<file path="src/hw/rtl/json_stream_reindenter_macros.svh">
// ---------------------------------------------------------------------------
// JSON stream reindenter assertion macros
// Shared concurrent assertion forms, clocked on clk, disabled in reset.
// ---------------------------------------------------------------------------
`ifndef JSON_STREAM_REINDENTER_MACROS_SVH
`define JSON_STREAM_REINDENTER_MACROS_SVH

// same-cycle implication
`define JSR_ASSERT_IMPL(label, ante, cons, msg) \
  label: assert property (@(posedge clk) disable iff (!rst_n) (ante) |-> (cons)) \
    else $error(msg);

// next-cycle implication
`define JSR_ASSERT_NEXT(label, ante, cons, msg) \
  label: assert property (@(posedge clk) disable iff (!rst_n) (ante) |=> (cons)) \
    else $error(msg);

`endif

</file>
<file path="src/hw/rtl/jsr_pkg.sv">
// ---------------------------------------------------------------------------
// JSON stream reindenter package
// Widths, character codes, result record type and small helpers.
// ---------------------------------------------------------------------------
package jsr_pkg;

  localparam int unsigned DEPTH_W = 7;
  localparam int unsigned COUNT_W = 21;

  localparam logic [DEPTH_W-1:0] MAX_DEPTH   = 7'd64;
  localparam logic [COUNT_W-1:0] COUNT_MAX   = 21'h1FFFFF;
  localparam logic [COUNT_W-1:0] LIMIT_RESET = 21'd65536;

  localparam logic [7:0] CH_QUOTE  = 8'h22;
  localparam logic [7:0] CH_BSLASH = 8'h5C;
  localparam logic [7:0] CH_LBRACE = 8'h7B;
  localparam logic [7:0] CH_RBRACE = 8'h7D;
  localparam logic [7:0] CH_LBRACK = 8'h5B;
  localparam logic [7:0] CH_RBRACK = 8'h5D;
  localparam logic [7:0] CH_COMMA  = 8'h2C;
  localparam logic [7:0] CH_COLON  = 8'h3A;
  localparam logic [7:0] CH_SPACE  = 8'h20;
  localparam logic [7:0] CH_TAB    = 8'h09;
  localparam logic [7:0] CH_LF     = 8'h0A;
  localparam logic [7:0] CH_CR     = 8'h0D;

  localparam logic KIND_LIT = 1'b0;
  localparam logic KIND_LB  = 1'b1;

  typedef struct packed {
    logic       kind;
    logic [7:0] val;
    logic [7:0] spaces;
  } res_t;

  function automatic logic is_ws(logic [7:0] b);
    return (b == CH_SPACE) || (b == CH_TAB) || (b == CH_LF) || (b == CH_CR);
  endfunction

  function automatic logic [COUNT_W-1:0] sat_add(logic [COUNT_W-1:0] c, logic [7:0] k);
    logic [COUNT_W:0] s;
    s = {1'b0, c} + {{(COUNT_W-7){1'b0}}, k};
    return s[COUNT_W] ? COUNT_MAX : s[COUNT_W-1:0];
  endfunction

endpackage

</file>
<file path="src/hw/rtl/jsr_if.sv">
// ---------------------------------------------------------------------------
// JSON stream reindenter channels
// Valid/ready channels for input bytes, result words and the limit register.
// ---------------------------------------------------------------------------
interface jsr_in_if;
  logic       valid;
  logic       ready;
  logic [7:0] in_byte;
  logic       last_byte;

  modport source (output valid, output in_byte, output last_byte, input ready);
  modport sink   (input valid, input in_byte, input last_byte, output ready);
endinterface

interface jsr_out_if;
  logic       valid;
  logic       ready;
  logic       out_kind;
  logic [7:0] out_byte;
  logic [7:0] indent_spaces;
  logic       run_last;

  modport source (output valid, output out_kind, output out_byte,
                  output indent_spaces, output run_last, input ready);
  modport sink   (input valid, input out_kind, input out_byte,
                  input indent_spaces, input run_last, output ready);
endinterface

interface jsr_cfg_if;
  logic                        valid;
  logic                        ready;
  logic [jsr_pkg::COUNT_W-1:0] output_limit;

  modport source (output valid, output output_limit, input ready);
  modport sink   (input valid, input output_limit, output ready);
endinterface

</file>
<file path="src/hw/rtl/json_stream_reindenter.sv">
// ---------------------------------------------------------------------------
// JSON stream reindenter
// Re-indents a JSON byte stream: string tracking, nesting depth, empty
// containers kept on one line, output byte limit.
// ---------------------------------------------------------------------------
// A byte is taken into an input register, then in one step turned into up to
// three result words held in a result buffer. A byte yielding zero or one
// word keeps the rate at one byte per clock while out_chan is ready; one
// yielding more holds the result buffer until its last word is taken, the
// next byte waiting in the input register. Words are offered from the result
// buffer. run_last flags the last word of each byte. cfg_chan is always ready.
`include "json_stream_reindenter_macros.svh"

module json_stream_reindenter (
  input logic          clk,
  input logic          rst_n,
  jsr_in_if.sink       in_chan,
  jsr_out_if.source    out_chan,
  jsr_cfg_if.sink      cfg_chan
);
  import jsr_pkg::*;

  // input register
  logic              in_valid_r;
  logic [7:0]        in_byte_r;
  logic              in_last_r;

  // stream state
  logic [DEPTH_W-1:0] depth_r;
  logic               str_r;
  logic               esc_r;
  logic               pend_r;
  logic               brace_r;
  logic [COUNT_W-1:0] cnt_r;
  logic [COUNT_W-1:0] limit_r;

  // result buffer
  res_t              res_q_r [3];
  logic [1:0]        res_cnt_r;
  logic [1:0]        res_idx_r;

  // step outputs
  res_t               res_nxt [3];
  logic [1:0]         n_nxt;
  logic [DEPTH_W-1:0] depth_nxt;
  logic               str_nxt;
  logic               esc_nxt;
  logic               pend_nxt;
  logic               brace_nxt;
  logic [COUNT_W-1:0] cnt_nxt;

  logic in_fire, out_fire, idx_last, move;

  function automatic res_t mk_lit(logic [7:0] b);
    res_t r;
    r.kind   = KIND_LIT;
    r.val    = b;
    r.spaces = 8'd0;
    return r;
  endfunction

  function automatic res_t mk_lb(logic [DEPTH_W-1:0] d);
    res_t r;
    r.kind   = KIND_LB;
    r.val    = CH_LF;
    r.spaces = {d, 1'b0};
    return r;
  endfunction

  assign idx_last = (res_idx_r == res_cnt_r - 2'd1);
  assign out_fire = out_chan.valid && out_chan.ready;
  assign move     = in_valid_r && ((res_cnt_r == 2'd0) || (out_fire && idx_last));
  assign in_fire  = in_chan.valid && in_chan.ready;

  assign in_chan.ready  = !in_valid_r || move;
  assign cfg_chan.ready = 1'b1;

  assign out_chan.valid         = (res_cnt_r != 2'd0);
  assign out_chan.out_kind      = res_q_r[res_idx_r].kind;
  assign out_chan.out_byte      = res_q_r[res_idx_r].val;
  assign out_chan.indent_spaces = res_q_r[res_idx_r].spaces;
  assign out_chan.run_last      = idx_last;

  always_comb begin : step_comb
    logic       consumed;
    logic [7:0] b;
    b         = in_byte_r;
    consumed  = 1'b0;
    n_nxt     = 2'd0;
    depth_nxt = depth_r;
    str_nxt   = str_r;
    esc_nxt   = esc_r;
    pend_nxt  = pend_r;
    brace_nxt = brace_r;
    cnt_nxt   = cnt_r;
    for (int i = 0; i < 3; i++) begin
      res_nxt[i] = '0;
    end

    // pending opener: whitespace waits, matching closer stays inline
    if (pend_nxt) begin
      if (is_ws(b)) begin
        consumed = 1'b1;
      end else if (b == (brace_nxt ? CH_RBRACE : CH_RBRACK)) begin
        res_nxt[n_nxt] = mk_lit(b);
        n_nxt          = n_nxt + 2'd1;
        cnt_nxt        = sat_add(cnt_nxt, 8'd1);
        pend_nxt       = 1'b0;
        consumed       = 1'b1;
      end else begin
        if (depth_nxt < MAX_DEPTH) depth_nxt = depth_nxt + 7'd1;
        res_nxt[n_nxt] = mk_lb(depth_nxt);
        n_nxt          = n_nxt + 2'd1;
        cnt_nxt        = sat_add(cnt_nxt, {depth_nxt, 1'b1});
        pend_nxt       = 1'b0;
      end
    end

    if (!consumed && (cnt_nxt < limit_r)) begin
      if (str_nxt) begin
        res_nxt[n_nxt] = mk_lit(b);
        n_nxt          = n_nxt + 2'd1;
        cnt_nxt        = sat_add(cnt_nxt, 8'd1);
        if (esc_nxt) esc_nxt = 1'b0;
        else if (b == CH_BSLASH) esc_nxt = 1'b1;
        else if (b == CH_QUOTE) str_nxt = 1'b0;
      end else begin
        case (b) inside
          CH_QUOTE: begin
            str_nxt        = 1'b1;
            res_nxt[n_nxt] = mk_lit(b);
            n_nxt          = n_nxt + 2'd1;
            cnt_nxt        = sat_add(cnt_nxt, 8'd1);
          end
          CH_LBRACE, CH_LBRACK: begin
            res_nxt[n_nxt] = mk_lit(b);
            n_nxt          = n_nxt + 2'd1;
            cnt_nxt        = sat_add(cnt_nxt, 8'd1);
            pend_nxt       = 1'b1;
            brace_nxt      = (b == CH_LBRACE);
          end
          CH_RBRACE, CH_RBRACK: begin
            if (depth_nxt != '0) depth_nxt = depth_nxt - 7'd1;
            res_nxt[n_nxt] = mk_lb(depth_nxt);
            n_nxt          = n_nxt + 2'd1;
            cnt_nxt        = sat_add(cnt_nxt, {depth_nxt, 1'b1});
            res_nxt[n_nxt] = mk_lit(b);
            n_nxt          = n_nxt + 2'd1;
            cnt_nxt        = sat_add(cnt_nxt, 8'd1);
          end
          CH_COMMA: begin
            res_nxt[n_nxt] = mk_lit(b);
            n_nxt          = n_nxt + 2'd1;
            cnt_nxt        = sat_add(cnt_nxt, 8'd1);
            res_nxt[n_nxt] = mk_lb(depth_nxt);
            n_nxt          = n_nxt + 2'd1;
            cnt_nxt        = sat_add(cnt_nxt, {depth_nxt, 1'b1});
          end
          CH_COLON: begin
            res_nxt[n_nxt] = mk_lit(CH_COLON);
            n_nxt          = n_nxt + 2'd1;
            res_nxt[n_nxt] = mk_lit(CH_SPACE);
            n_nxt          = n_nxt + 2'd1;
            cnt_nxt        = sat_add(cnt_nxt, 8'd2);
          end
          CH_SPACE, CH_TAB, CH_LF, CH_CR: begin
          end
          default: begin
            res_nxt[n_nxt] = mk_lit(b);
            n_nxt          = n_nxt + 2'd1;
            cnt_nxt        = sat_add(cnt_nxt, 8'd1);
          end
        endcase
      end
    end

    // end of text: flush pending opener, then restart stream state
    if (in_last_r) begin
      if (pend_nxt) begin
        if (depth_nxt < MAX_DEPTH) depth_nxt = depth_nxt + 7'd1;
        res_nxt[n_nxt] = mk_lb(depth_nxt);
        n_nxt          = n_nxt + 2'd1;
      end
      depth_nxt = '0;
      str_nxt   = 1'b0;
      esc_nxt   = 1'b0;
      pend_nxt  = 1'b0;
      brace_nxt = 1'b0;
      cnt_nxt   = '0;
    end
  end

  always_ff @(posedge clk) begin
    if (!rst_n) begin
      in_valid_r <= 1'b0;
      res_cnt_r  <= 2'd0;
      res_idx_r  <= 2'd0;
      depth_r    <= '0;
      str_r      <= 1'b0;
      esc_r      <= 1'b0;
      pend_r     <= 1'b0;
      brace_r    <= 1'b0;
      cnt_r      <= '0;
      limit_r    <= LIMIT_RESET;
    end else begin
      if (cfg_chan.valid) begin
        limit_r <= cfg_chan.output_limit;
      end
      if (in_fire) begin
        in_valid_r <= 1'b1;
      end else if (move) begin
        in_valid_r <= 1'b0;
      end
      if (move) begin
        res_cnt_r <= n_nxt;
        res_idx_r <= 2'd0;
        depth_r   <= depth_nxt;
        str_r     <= str_nxt;
        esc_r     <= esc_nxt;
        pend_r    <= pend_nxt;
        brace_r   <= brace_nxt;
        cnt_r     <= cnt_nxt;
      end else if (out_fire) begin
        if (idx_last) begin
          res_cnt_r <= 2'd0;
          res_idx_r <= 2'd0;
        end else begin
          res_idx_r <= res_idx_r + 2'd1;
        end
      end
    end
  end

  always_ff @(posedge clk) begin
    if (in_fire) begin
      in_byte_r <= in_chan.in_byte;
      in_last_r <= in_chan.last_byte;
    end
    if (move) begin
      for (int i = 0; i < 3; i++) begin
        res_q_r[i] <= res_nxt[i];
      end
    end
  end

  `JSR_ASSERT_IMPL(a_idx_range, res_cnt_r != 2'd0, res_idx_r < res_cnt_r,
                   "result index beyond count")
  `JSR_ASSERT_IMPL(a_depth_cap, 1'b1, depth_r <= MAX_DEPTH, "nesting depth above cap")
  `JSR_ASSERT_NEXT(a_last_clears, move && in_last_r,
                   (depth_r == '0) && !pend_r && !str_r && (cnt_r == '0),
                   "stream state not cleared after last byte")
  `JSR_ASSERT_NEXT(a_hold_word, out_chan.valid && !out_chan.ready,
                   $stable(res_idx_r) && out_chan.valid, "stalled word moved")

endmodule

</file>
<file path="src/flat_wrapper.sv">
// flat-port wrapper written by rule: the top's interface ports become plain ports
module json_stream_reindenter_flat import jsr_pkg::*;
  (clk, rst_n, in_chan_valid, in_chan_in_byte, in_chan_last_byte, in_chan_ready, out_chan_valid, out_chan_out_kind, out_chan_out_byte, out_chan_indent_spaces, out_chan_run_last, out_chan_ready, cfg_chan_valid, cfg_chan_output_limit, cfg_chan_ready);
  jsr_in_if in_chan_i ();
  jsr_out_if out_chan_i ();
  jsr_cfg_if cfg_chan_i ();
  input logic clk;
  input logic rst_n;
  input wire logic [$bits(in_chan_i.valid)-1:0] in_chan_valid;
  input wire logic [$bits(in_chan_i.in_byte)-1:0] in_chan_in_byte;
  input wire logic [$bits(in_chan_i.last_byte)-1:0] in_chan_last_byte;
  output wire logic [$bits(in_chan_i.ready)-1:0] in_chan_ready;
  output wire logic [$bits(out_chan_i.valid)-1:0] out_chan_valid;
  output wire logic [$bits(out_chan_i.out_kind)-1:0] out_chan_out_kind;
  output wire logic [$bits(out_chan_i.out_byte)-1:0] out_chan_out_byte;
  output wire logic [$bits(out_chan_i.indent_spaces)-1:0] out_chan_indent_spaces;
  output wire logic [$bits(out_chan_i.run_last)-1:0] out_chan_run_last;
  input wire logic [$bits(out_chan_i.ready)-1:0] out_chan_ready;
  input wire logic [$bits(cfg_chan_i.valid)-1:0] cfg_chan_valid;
  input wire logic [$bits(cfg_chan_i.output_limit)-1:0] cfg_chan_output_limit;
  output wire logic [$bits(cfg_chan_i.ready)-1:0] cfg_chan_ready;
  assign in_chan_i.valid = in_chan_valid;
  assign in_chan_i.in_byte = in_chan_in_byte;
  assign in_chan_i.last_byte = in_chan_last_byte;
  assign in_chan_ready = in_chan_i.ready;
  assign out_chan_valid = out_chan_i.valid;
  assign out_chan_out_kind = out_chan_i.out_kind;
  assign out_chan_out_byte = out_chan_i.out_byte;
  assign out_chan_indent_spaces = out_chan_i.indent_spaces;
  assign out_chan_run_last = out_chan_i.run_last;
  assign out_chan_i.ready = out_chan_ready;
  assign cfg_chan_i.valid = cfg_chan_valid;
  assign cfg_chan_i.output_limit = cfg_chan_output_limit;
  assign cfg_chan_ready = cfg_chan_i.ready;
  json_stream_reindenter u_core (.clk(clk), .rst_n(rst_n), .in_chan(in_chan_i), .out_chan(out_chan_i), .cfg_chan(cfg_chan_i));
endmodule
</file>
<file path="config.mk">
export PLATFORM = sky130hd
export DESIGN_NAME = json_stream_reindenter_flat
export DESIGN_NICKNAME = d
export VERILOG_FILES = /design/src/hw/rtl/jsr_pkg.sv /design/src/hw/rtl/jsr_if.sv /design/src/hw/rtl/json_stream_reindenter.sv /design/src/flat_wrapper.sv
export VERILOG_INCLUDE_DIRS = /design/src /design/src/hw/rtl
export SDC_FILE = /design/constraint.sdc
export NUM_CORES = 1
export LEC_CHECK = 0
export BUFFER_PORTS_ARGS = -buffer_cell sky130_fd_sc_hd__clkbuf_2
export CORE_MARGIN = 1
export CORE_UTILIZATION = 44
export CTS_CLUSTER_SIZE = 30
export DETAILED_ROUTE_END_ITERATION = 12
export SLEW_MARGIN = 30
export SYNTH_ARGS = -nofsm -noshare
export SYNTH_HDL_FRONTEND = slang
export SYNTH_SLANG_ARGS = --single-unit
</file>
<file path="constraint.sdc">
create_clock -name clk -period 7.7 [get_ports clk]
set_clock_uncertainty 0.05 [all_clocks]
set_input_delay 0.385 -clock clk [delete_from_list [all_inputs] [get_ports clk]]
set_output_delay 0.385 -clock clk [all_outputs]
set_load 0.05 [all_outputs]
</file>
==> impl_metrics.json, run 1 <==
{
  "status": "finished, final reports clean",
  "antenna_found_initial": 0,
  "cts_sinks": 117,
  "required_ns": 7.97,
  "synth_cell_types": 107,
  "cp_max_fo": 9,
  "r2r-start": "u_core.in_byte_r[1]",
  "firstDrtPassIters": 6,
  "core_area_um2": 26900,
  "grt_overflow": 0,
  "max_slew_margin_pct": 26.8,
  "hold_viol": 0,
  "setup_viol": 0,
  "swShare_pct": 30.4,
  "netlist_top_cells_area": "edfxtp_1, dfxtp_1, ha_1, nand2_1, a21oi_1",
  "max_slew.worst_pin.slew_ns": 1.09,
  "slew_violations": 0,
  "crit_top_cell": "nor2_1",
  "internal_power_mw": 1.23,
  "finalCriticalPeriod_ns": 7.49,
  "holdCritPathClass": "in2reg",
  "diodes": 0,
  "nets": 1764,
  "cts_root_buf": "clkbuf_16",
  "postRouteWirelength_mm": 50.4,
  "p_switching_mw": 0.539,
  "syn_to_final_growth_pct": 15.5,
  "ys_seq_area_share_pct": 24.2,
  "drt_iter0_drc": 1805,
  "synth_top_area_share_pct": 14.2,
  "postSynthCellCount": 1569,
  "yosys_warnings": 0,
  "io_pins": 56,
  "grt_pass1_wl_mm": 76.7,
  "gp_congestion": 1.07,
  "syn-cell-area_um2": 12100,
  "crit_slowest_cell": "or4_1",
  "fp.dieH_um": 168,
  "startpoint": "u_core.in_byte_r[1]",
  "cts_max_level": 4,
  "seqPwrFrac_pct": 39.9,
  "start_util_pct": 44.8,
  "critPathMaxStageDelay_ns": 0.69,
  "ant_nets": 0,
  "critPathKind": "reg2reg",
  "fmax_mhz": 133,
  "final_area_um2": 13900,
  "yosysMostFrequentCell": "nand2_1",
  "synth_edf_count": 57,
  "yosys-top-cells-count": "nand2_1, nor2_1, a21oi_1",
  "post_drt_via_cell_ratio": 6.55,
  "dpl.hpwl_mm": 38.6,
  "drive_gt1_share_pct": 17.0,
  "synth.largest_area_cell": "edfxtp_1",
  "track_usage_pct": 35.9,
  "placed_area_um2": 13200,
  "grt_max_degree": 50,
  "combPwrFrac_pct": 12.1,
  "pwr-share-clk_pct": 48.1,
  "post-route-period-util_pct": 97.3,
  "final_util_pct": 51.8,
  "clk_pin_slew_ns": 0.07,
  "avgSynthCellArea_um2": 7.68,
  "endpoint_kind": "register",
  "die_x_um": 168,
  "start_kind": "register",
  "multi_input_area_um2": 8570,
  "async_flop_share_pct": 0,
  "crit_chain": "or4_1 -> o21a_2 -> nand3_2 -> nor2_1 -> nand2_1 -> xor2_2 -> inv_1 -> or3_1 -> a21oi_1 -> ha_1 -> a2111oi_1 -> a21boi_0 -> a211oi_2 -> a2111o_1 -> a21oi_2 -> nor2_1 -> or4b_4 -> nand3_1 -> a31oi_1 -> o31ai_1 -> buf_4 -> o21ai_1",
  "path_buf_inv": 2,
  "wire_per_inst_um": 24.9,
  "io_buffers": 53,
  "cp.arrival_ns": 7.76,
  "p_leak_nw": 5.63,
  "rows": 60,
  "powerDensity_nw_per_um2": 127,
  "synth-seq-cells": 117,
  "grt_pass1_vias": 12600,
  "max-cap-violations": 0,
  "ir_drop_uv": 136,
  "ys.flop_type": "dfxtp_1",
  "drc_errors": 0,
  "min_from": "in_chan_in_byte[4]",
  "nFillCells": 2666,
  "ff_latch_area_um2": 2910,
  "clkLatencyLatePin_ns": 0.44,
  "crit_family": "compound AO/OA/AOI/OAI gates",
  "cts.path.max_buffers": 2,
  "hold_ws_ns": 0.0743,
  "vias": 13300,
  "cts_tree": "built",
  "die_area_um2": 28100,
  "cts_buffers": 17,
  "power_mw": 1.77
}
[final timing paths]
path / end / slack, ns / cells after the start
hold reg to reg: u_core.esc_r / 0.44 / 2
hold / removal: u_core.in_byte_r[4] / 0.07 / 1
setup reg to reg: u_core.cnt_r[13] / 0.21 / 22
setup / recovery: u_core.cnt_r[13] / 0.21 / 22
[sequential cells by signal, indices dropped and copies added (netlist names), 2 cells and up, named ones only]
register	cells
u_core.res_q_r	48
u_core.in_byte_r	8
u_core.cnt_r	21
u_core.res_cnt_r	2
u_core.depth_r	7
u_core.limit_r	21
u_core.res_idx_r	2
[power by group through the flow]
stage / clock network (mW) / logic (mW) / registers (mW)
2_1_floorplan: 0 / 0.155 / 0.708
3_3_place_gp: 0 / 0.210 / 0.720
3_5_place_dp: 0 / 0.211 / 0.720
4_1_cts: 0.854 / 0.212 / 0.707
5_1_grt: 0.883 / 0.232 / 0.710
6_report: 0.853 / 0.214 / 0.707
[cells in the final DEF (no fill, tap or decap), types with 26 or more instances in the layout]
master,instances
ha_1,53
nand3_1,53
nand4_1,26
inv_1,56
nor2b_1,28
xnor2_1,60
a21oi_1,106
mux2i_1,46
nor2_1,132
o22ai_1,32
clkbuf_2,53
a31oi_1,29
dfxtp_1,60
buf_4,115
o21ai_0,106
edfxtp_1,57
nand2_1,167
nor3_1,60
[stage by stage]
| stage | TNS, ns | instances | worst slack [ns] |
|---|---|---|---|
| after floorplan | 0 | 1570 | 0.303 |
| after global placement | -5.04 | 1992 | -0.459 |
| after detailed placement | -4.50 | 1992 | -0.432 |
| after CTS | 0 | 2024 | 0.0101 |
| after global routing | -0.0743 | 2026 | -0.0743 |
| final | 0 | 2026 | 0.209 |
[area by class of cell]
| type | instances | area share [%] |
|---|---|---|
| inverters | 65 | 1.81 |
| well taps | 341 | 3.07 |
| flip-flops and latches | 117 | 20.9 |
| clock buffers | 18 | 3.24 |
| multi-input cells | 1302 | 61.6 |
| repair buffers | 169 | 8.25 |
| clock inverters | 14 | 1.09 |
[worst reg2reg max path: stages (launching register included)]
cell and delay [ns]:
edfxtp_1 0.54, or4_1 0.69, o21a_2 0.36, nand3_2 0.23, nor2_1 0.12, nand2_1 0.12, xor2_2 0.29, inv_1 0.23
or3_1 0.42, a21oi_1 0.47, ha_1 0.40, a2111oi_1 0.60, a21boi_0 0.32, a211oi_2 0.16, a2111o_1 0.46, a21oi_2 0.16
nor2_1 0.11, or4b_4 0.56, nand3_1 0.11, a31oi_1 0.14, o31ai_1 0.58, buf_4 0.22, o21ai_1 0.06
[per-layer routing]
| layer | global-route usage (%) | routed length, um | share of wire, % | up-vias |
|---|---|---|---|---|
| met1 | 45.3 | 20100 | 40 | 6170 |
| li1 | - | - | - | 6064 |
| met4 | 21.5 | 3060 | 6.1 | 0 |
| met2 | 55.8 | 22100 | 44 | 827 |
| met5 | 0 | 0 | 0 | - |
| met3 | 8.41 | 5040 | 10 | 216 |
[kinds of logic after synthesis]
logic type	after synthesis	synth area share, %
AOI/OAI and AO/OA	497	27.6
xor gates and xnor gates	83	6.16
adders and majority gates	57	6.10
buffers and inverters	151	5.39
DFF	117	24.2
muxes	52	4.36
other	2	0.0623
and+or+nand+nor	610	26.2
[timing repair]
| action | 4_1_cts | 5_1_grt |
|---|---|---|
| hold buffers | 0 | 0 |
| endpoints found under the setup margin | 21 | 22 |
| pin swaps | 0 | 3 |
| setup buffers | 0 | 2 |
| gates resized for setup | 2 | 13 |
Power figures use the tool's default switching activity.
==> run 2: changes to the inputs <==
Settings changed: ABC_AREA set to 1, REMOVE_ABC_BUFFERS set to 1.
==> run 2 against run 1 <==
Against the previous run:
- flip-flop and latch count is the same
- count of clock-buffer cells in the layout shrank 1
- sequential power is essentially flat
- via count grew 7.5%
- synthesized cell count grew 34%
- cell count grew 25%
- worst setup slack gained 0.51 ns
- largest power group unchanged
==> impl_metrics.json, run 2 <==
{
  "fp.dieH_um": 173,
  "max-cap-violations": 0,
  "final_area_um2": 14000,
  "crit_slowest_cell": "buf_4",
  "cts_resized": 0,
  "critPathMaxStageDelay_ns": 0.59,
  "powerDensity_nw_per_um2": 130,
  "yosys_warnings": 0,
  "drc_errors": 0,
  "max_slew_margin_pct": 42.8,
  "fmax_mhz": 143,
  "yosys-top-cells-count": "nand2_1, inv_1, nor2_1",
  "io_pins": 56,
  "start_util_pct": 44.8,
  "finalCriticalPeriod_ns": 6.98,
  "synth.largest_area_cell": "nand2_1",
  "vias": 14300,
  "grt_pass1_vias": 13800,
  "cts_buffers": 17,
  "die_x_um": 173,
  "hold_buffers": 0,
  "hold-path-cell-count": 1,
  "dpl.hpwl_mm": 37.5,
  "syn_to_final_growth_pct": 8.98,
  "drt_iter0_drc": 1361,
  "synth_top_area_share_pct": 18.2,
  "clkLatencyLatePin_ns": 0.43,
  "fin_setup_tns_ns": 0,
  "top_regs": "u_core.res_q_r: 48 flops, u_core.cnt_r: 21 flops, u_core.limit_r: 21 flops",
  "ys_seq_area_share_pct": 22.6,
  "die_area_um2": 29900,
  "startpoint": "u_core.depth_r[1]",
  "hold_viol": 0,
  "track_usage_pct": 32.8,
  "yosysMostFrequentCell": "nand2_1",
  "post_drt_via_cell_ratio": 5.65,
  "core_area_um2": 28700,
  "wire_per_inst_um": 19.4,
  "max_slew.worst_pin.slew_ns": 0.858,
  "ff2ff_setup_slack_ns": 0.72,
  "cts_sinks": 117,
  "nFillCells": 3051,
  "p_leak_nw": 6.53,
  "syn-cell-area_um2": 12900,
  "r2r-start": "u_core.depth_r[1]",
  "netlist_top_cells_area": "nand2_1, edfxtp_1, dfxtp_1, inv_1, a21oi_1",
  "required_ns": 7.82,
  "cp-endpoint": "u_core.res_q_r[0][4]",
  "rows": 62,
  "synth_edf_count": 57,
  "placed_area_um2": 13400,
  "slew_violations": 0,
  "critPathKind": "reg2reg",
  "synth_cell_types": 63,
  "min_from": "in_chan_last_byte",
  "largest_reg_flops": 48,
  "grt_max_degree": 57,
  "start_kind": "register",
  "setup_slack_ns": 0.723,
  "pre_cts_slack_ns": 0.816,
  "endpoint_kind": "register",
  "reg2regPathDepth": 30,
  "postRouteWirelength_mm": 48.9,
  "cp_max_fo": 56,
  "synth-seq-cells": 117,
  "async_flop_share_pct": 0,
  "drive_gt1_share_pct": 10.9,
  "ys.flop_type": "dfxtp_1",
  "grt_overflow": 0,
  "cp.arrival_ns": 7.10,
  "final_util_pct": 48.8,
  "cts_max_level": 4,
  "clk_pin_slew_ns": 0.07,
  "post_cts_buffers": 0,
  "hold_ws_ns": 0.0807,
  "setup_viol": 0,
  "ant_nets": 0,
  "crit_top_cell": "nand2_1",
  "cts_root_buf": "clkbuf_16",
  "postSynthCellCount": 2106,
  "cts_tree": "built",
  "rsz0062_at_grt": "false",
  "firstDrtPassIters": 6,
  "nets": 2223,
  "antenna_found_initial": 0,
  "diodes": 0,
  "avgSynthCellArea_um2": 6.11,
  "holdCritPathClass": "in2reg",
  "status": "finished, final reports clean",
  "post-route-period-util_pct": 90.6,
  "final_cell_mix": "nand2_1, inv_1, nor2_1",
  "top_register": "u_core.res_q_r",
  "final_common_cell": "nand2_1",
  "ir_drop_uv": 94.2,
  "cts.path.max_buffers": 2,
  "io_buffers": 53,
  "r2r_end": "u_core.res_q_r[0][4]",
  "grt_pass1_wl_mm": 76.7,
  "gp_congestion": 0.985
}
[run 2: final cells by class]
class | count | area [um2] | area share, %
Clock buffer | 17 | 425 | 3.03
Clock inverter | 14 | 173 | 1.23
Inverter | 274 | 1030 | 7.36
Multi-Input combinational cell | 1651 | 8600 | 61.4
Sequential cell | 117 | 2910 | 20.8
Tap cell | 384 | 480 | 3.43
Timing Repair Buffer | 70 | 393 | 2.80
[run 2: worst min path at each step]
| stage | end | slack (ns) |
|---|---|---|
| floorplan | u_core.limit_r[0] | 0.38 |
| global placement | u_core.limit_r[0] | 0.40 |
| detailed placement | u_core.limit_r[14] | 0.41 |
| CTS | u_core.in_last_r | 0.08 |
| global route | u_core.in_last_r | 0.08 |
| finish | u_core.in_last_r | 0.08 |
[run 2: kinds of logic after synthesis]
group	count (synthesis)	synth area share, %
flip-flops	117	22.6
XOR/XNOR	71	4.83
other	2	0.0584
AND/OR/NAND/NOR	1139	39.7
adder cells (fa/ha/maj)	57	5.72
AO/OA/AOI/OAI	381	16.4
buffers and inverters	339	10.6
[run 2: per-stage QoR]
| stage | power (mW) | cells |
|---|---|---|
| 2_1_floorplan | 0.900 | 2042 |
| 5_1_grt | 1.89 | 2527 |
| 6_report | 1.83 | 2527 |
| 3_5_place_dp | 0.988 | 2496 |
| 4_1_cts | 1.83 | 2527 |
| 3_3_place_gp | 0.987 | 2496 |
[run 2: layer usage]
metal	wire length, um	part of all wire (%)	up-vias	global-route usage [%]
li1	-	-	6948	-
met1	20600	42	6553	40.5
met2	22700	46	613	55.6
met3	2780	5.7	156	3.47
met4	2810	5.7	0	18.7
met5	0	0	-	0
[run 2: power breakdown]
part | total (mW) | leakage (nW) | internal, mW | switching (mW)
registers | 0.705 | 1.03 | 0.686 | 0.0192
clock network | 0.848 | 0.292 | 0.511 | 0.338
logic | 0.275 | 5.21 | 0.0761 | 0.198
[run 2: worst max-delay path, delay by kind of cell, from the launching register on]
kind	cells	cell delay [ns]
simple gates	18	2.62
compound gates	5	1.38
buf+inv	2	0.63
flops	1	0.44
fa+ha+maj	4	1.14
xor+xnor	1	0.42
==> run 3: changes to the inputs <==
Settings changed: CORE_UTILIZATION 44 to 30.
==> run 3 against run 2 <==
Against the previous run:
- combinational power is 2% higher
- count of clock-buffer cells in the layout unchanged
- critical path type unchanged
- fmax rose by 0.50%
- hold slack got worse by 0.0095 ns
==> impl_metrics.json, run 3 (synthesis gave the netlist of run 2 again) <==
{
  "post-route-period-util_pct": 90.2,
  "swShare_pct": 29.6,
  "fmax_mhz": 144,
  "top_register": "u_core.res_q_r",
  "drc_errors": 0,
  "nFillCells": 4656,
  "r2r-start": "u_core.depth_r[0]",
  "max_slew.worst_pin.slew_ns": 0.857,
  "firstDrtPassIters": 6,
  "pwr-share-clk_pct": 47.1,
  "cts_sinks": 117,
  "track_usage_pct": 22.7,
  "final_common_cell": "nand2_1",
  "cts_tree": "built",
  "cp.arrival_ns": 7.22,
  "power_mw": 1.86,
  "combPwrFrac_pct": 15.0,
  "hold_buffers": 0,
  "clkLatencyLatePin_ns": 0.44,
  "critPathMaxStageDelay_ns": 0.41,
  "ir_drop_uv": 174,
  "slew_violations": 0,
  "internal_power_mw": 1.31,
  "startpoint": "u_core.depth_r[0]",
  "holdCritPathClass": "in2reg",
  "dpl.hpwl_mm": 39.1,
  "ff_latch_area_um2": 2910,
  "io_buffers": 53,
  "wire_per_inst_um": 18.6,
  "crit_slowest_cell": "ha_1",
  "drt_iter0_drc": 1471,
  "cp_max_fo": 7,
  "ff2ff_setup_slack_ns": 0.76,
  "core_area_um2": 42100,
  "max-cap-violations": 0,
  "grt_use_met2_pct": 36.9,
  "post_drt_via_cell_ratio": 5.35,
  "io_pins": 56,
  "largest_reg_flops": 48,
  "cts_buffers": 17,
  "clk_pin_slew_ns": 0.06,
  "required_ns": 7.98,
  "start_kind": "register",
  "p_leak_nw": 6.55,
  "max_slew_margin_pct": 42.8,
  "setup_viol": 0,
  "antenna_found_initial": 0,
  "syn_to_final_growth_pct": 10.9,
  "postRouteWirelength_mm": 50.0,
  "gp_congestion": 0.992,
  "top_regs": "u_core.res_q_r: 48 flops, u_core.cnt_r: 21 flops, u_core.limit_r: 21 flops",
  "cts_root_buf": "clkbuf_16",
  "critPathKind": "reg2reg",
  "endpoint_kind": "register",
  "cts.path.max_buffers": 2,
  "p_switching_mw": 0.551,
  "crit_top_cell": "nand2_1",
  "hold-path-cell-count": 1,
  "die_area_um2": 43700,
  "rsz0062_at_grt": "false",
  "diodes": 0,
  "grt_max_degree": 57,
  "reg2regPathDepth": 40,
  "status": "finished, final reports clean",
  "r2r_end": "u_core.cnt_r[18]",
  "seqPwrFrac_pct": 37.9,
  "drive_gt1_share_pct": 11.0,
  "multi_input_area_um2": 8610,
  "start_util_pct": 30.5,
  "grt_overflow": 0,
  "grtUsageMet1_pct": 30.3,
  "globalRouteMet3Util_pct": 2.87,
  "fp.dieH_um": 209,
  "cts_max_level": 4,
  "vias": 14400,
  "path_depth": 40,
  "nets": 2224,
  "die_x_um": 209,
  "rows": 75,
  "ant_nets": 0,
  "grt_pass1_vias": 13500,
  "busiest_layer": "met2",
  "finalCriticalPeriod_ns": 6.94,
  "final_cell_mix": "nand2_1, inv_1, nor2_1",
  "grt_pass1_wl_mm": 77.0,
  "path_buf_inv": 2,
  "powerDensity_nw_per_um2": 131,
  "crit_family": "simple AND/OR/NAND/NOR gates",
  "fin_setup_tns_ns": 0,
  "hold_viol": 0,
  "cp-endpoint": "u_core.cnt_r[18]"
}
[run 3: changes by cell type in the layout (fill, tap and decap cells not counted)]
cell       before  now
nor2_2         12   13
clkinv_1       10    9
inv_8           0    2
inv_6           4    5
clkinv_4        3    2
clkinv_2        3    2
buf_4          17   18
nor2_1        195  194
bufinv_16       3    4
[run 3: power groups by stage]
stage	logic [mW]	registers, mW	clock network, mW
final	0.280	0.707	0.878
after detailed placement	0.276	0.720	0
after CTS	0.277	0.707	0.895
after floorplan	0.187	0.713	0
after global routing	0.307	0.710	0.919
after global placement	0.274	0.720	0
[run 3: metal layers]
metal / vias to the layer above / wire length, um
met5: - / 0
met4: 0 / 1770
met3: 108 / 3360
met2: 597 / 22400
met1: 6701 / 22500
li1: 6952 / -
[run 3: worst register-to-register path, delay by kind of cell, from the launching register on]
| family | cells | cell delay (ns) |
|---|---|---|
| AND/OR/NAND/NOR | 28 | 3.55 |
| adder cells (fa/ha/maj) | 3 | 1.11 |
| AO/OA/AOI/OAI | 6 | 1.07 |
| flip-flops | 1 | 0.39 |
| buffers and inverters | 2 | 0.37 |
| XOR/XNOR | 1 | 0.29 |
[run 3: stage by stage]
step | utilization [%] | hold WS (ns) | setup slack (ns) | instances | cell area (um2)
6_report | 33.9 | 0.0713 | 0.757 | 2684 | 14300
5_1_grt | 33.9 | 0.0573 | 0.100 | 2684 | 14300
4_1_cts | 33.9 | 0.0463 | 0.699 | 2684 | 14300
3_5_place_dp | 32.3 | 0.413 | 0.727 | 2652 | 13600
3_3_place_gp | 32.3 | 0.406 | 0.730 | 2652 | 13600
2_1_floorplan | - | 0.379 | 1.30 | 2042 | 12500
[run 3: final cells by class]
cell class	count	share of cell area, %
well taps	539	4.73
flip-flops and latches	117	20.4
clock buffers	17	2.98
clock inverters	15	1.52
multi-input cells	1651	60.3
inverters	274	7.23
repair buffers	71	2.81
[run 3: what timing repair did]
action                                  4_1_cts  5_1_grt
gates resized for setup                       0        1
endpoints found under the setup margin        0        2
setup buffers                                 0        0
[run 3: how the worst min path moves through the flow]
stage,from,endpoint,slack [ns]
3_5_place_dp,u_core.res_cnt_r[1],u_core.res_cnt_r[1],0.41
4_1_cts,in_chan_in_byte[5],u_core.in_byte_r[5],0.05
2_1_floorplan,u_core.limit_r[0],u_core.limit_r[0],0.38
3_3_place_gp,u_core.limit_r[15],u_core.limit_r[15],0.41
6_report,in_chan_in_byte[5],u_core.in_byte_r[5],0.07
5_1_grt,in_chan_in_byte[0],u_core.in_byte_r[0],0.06
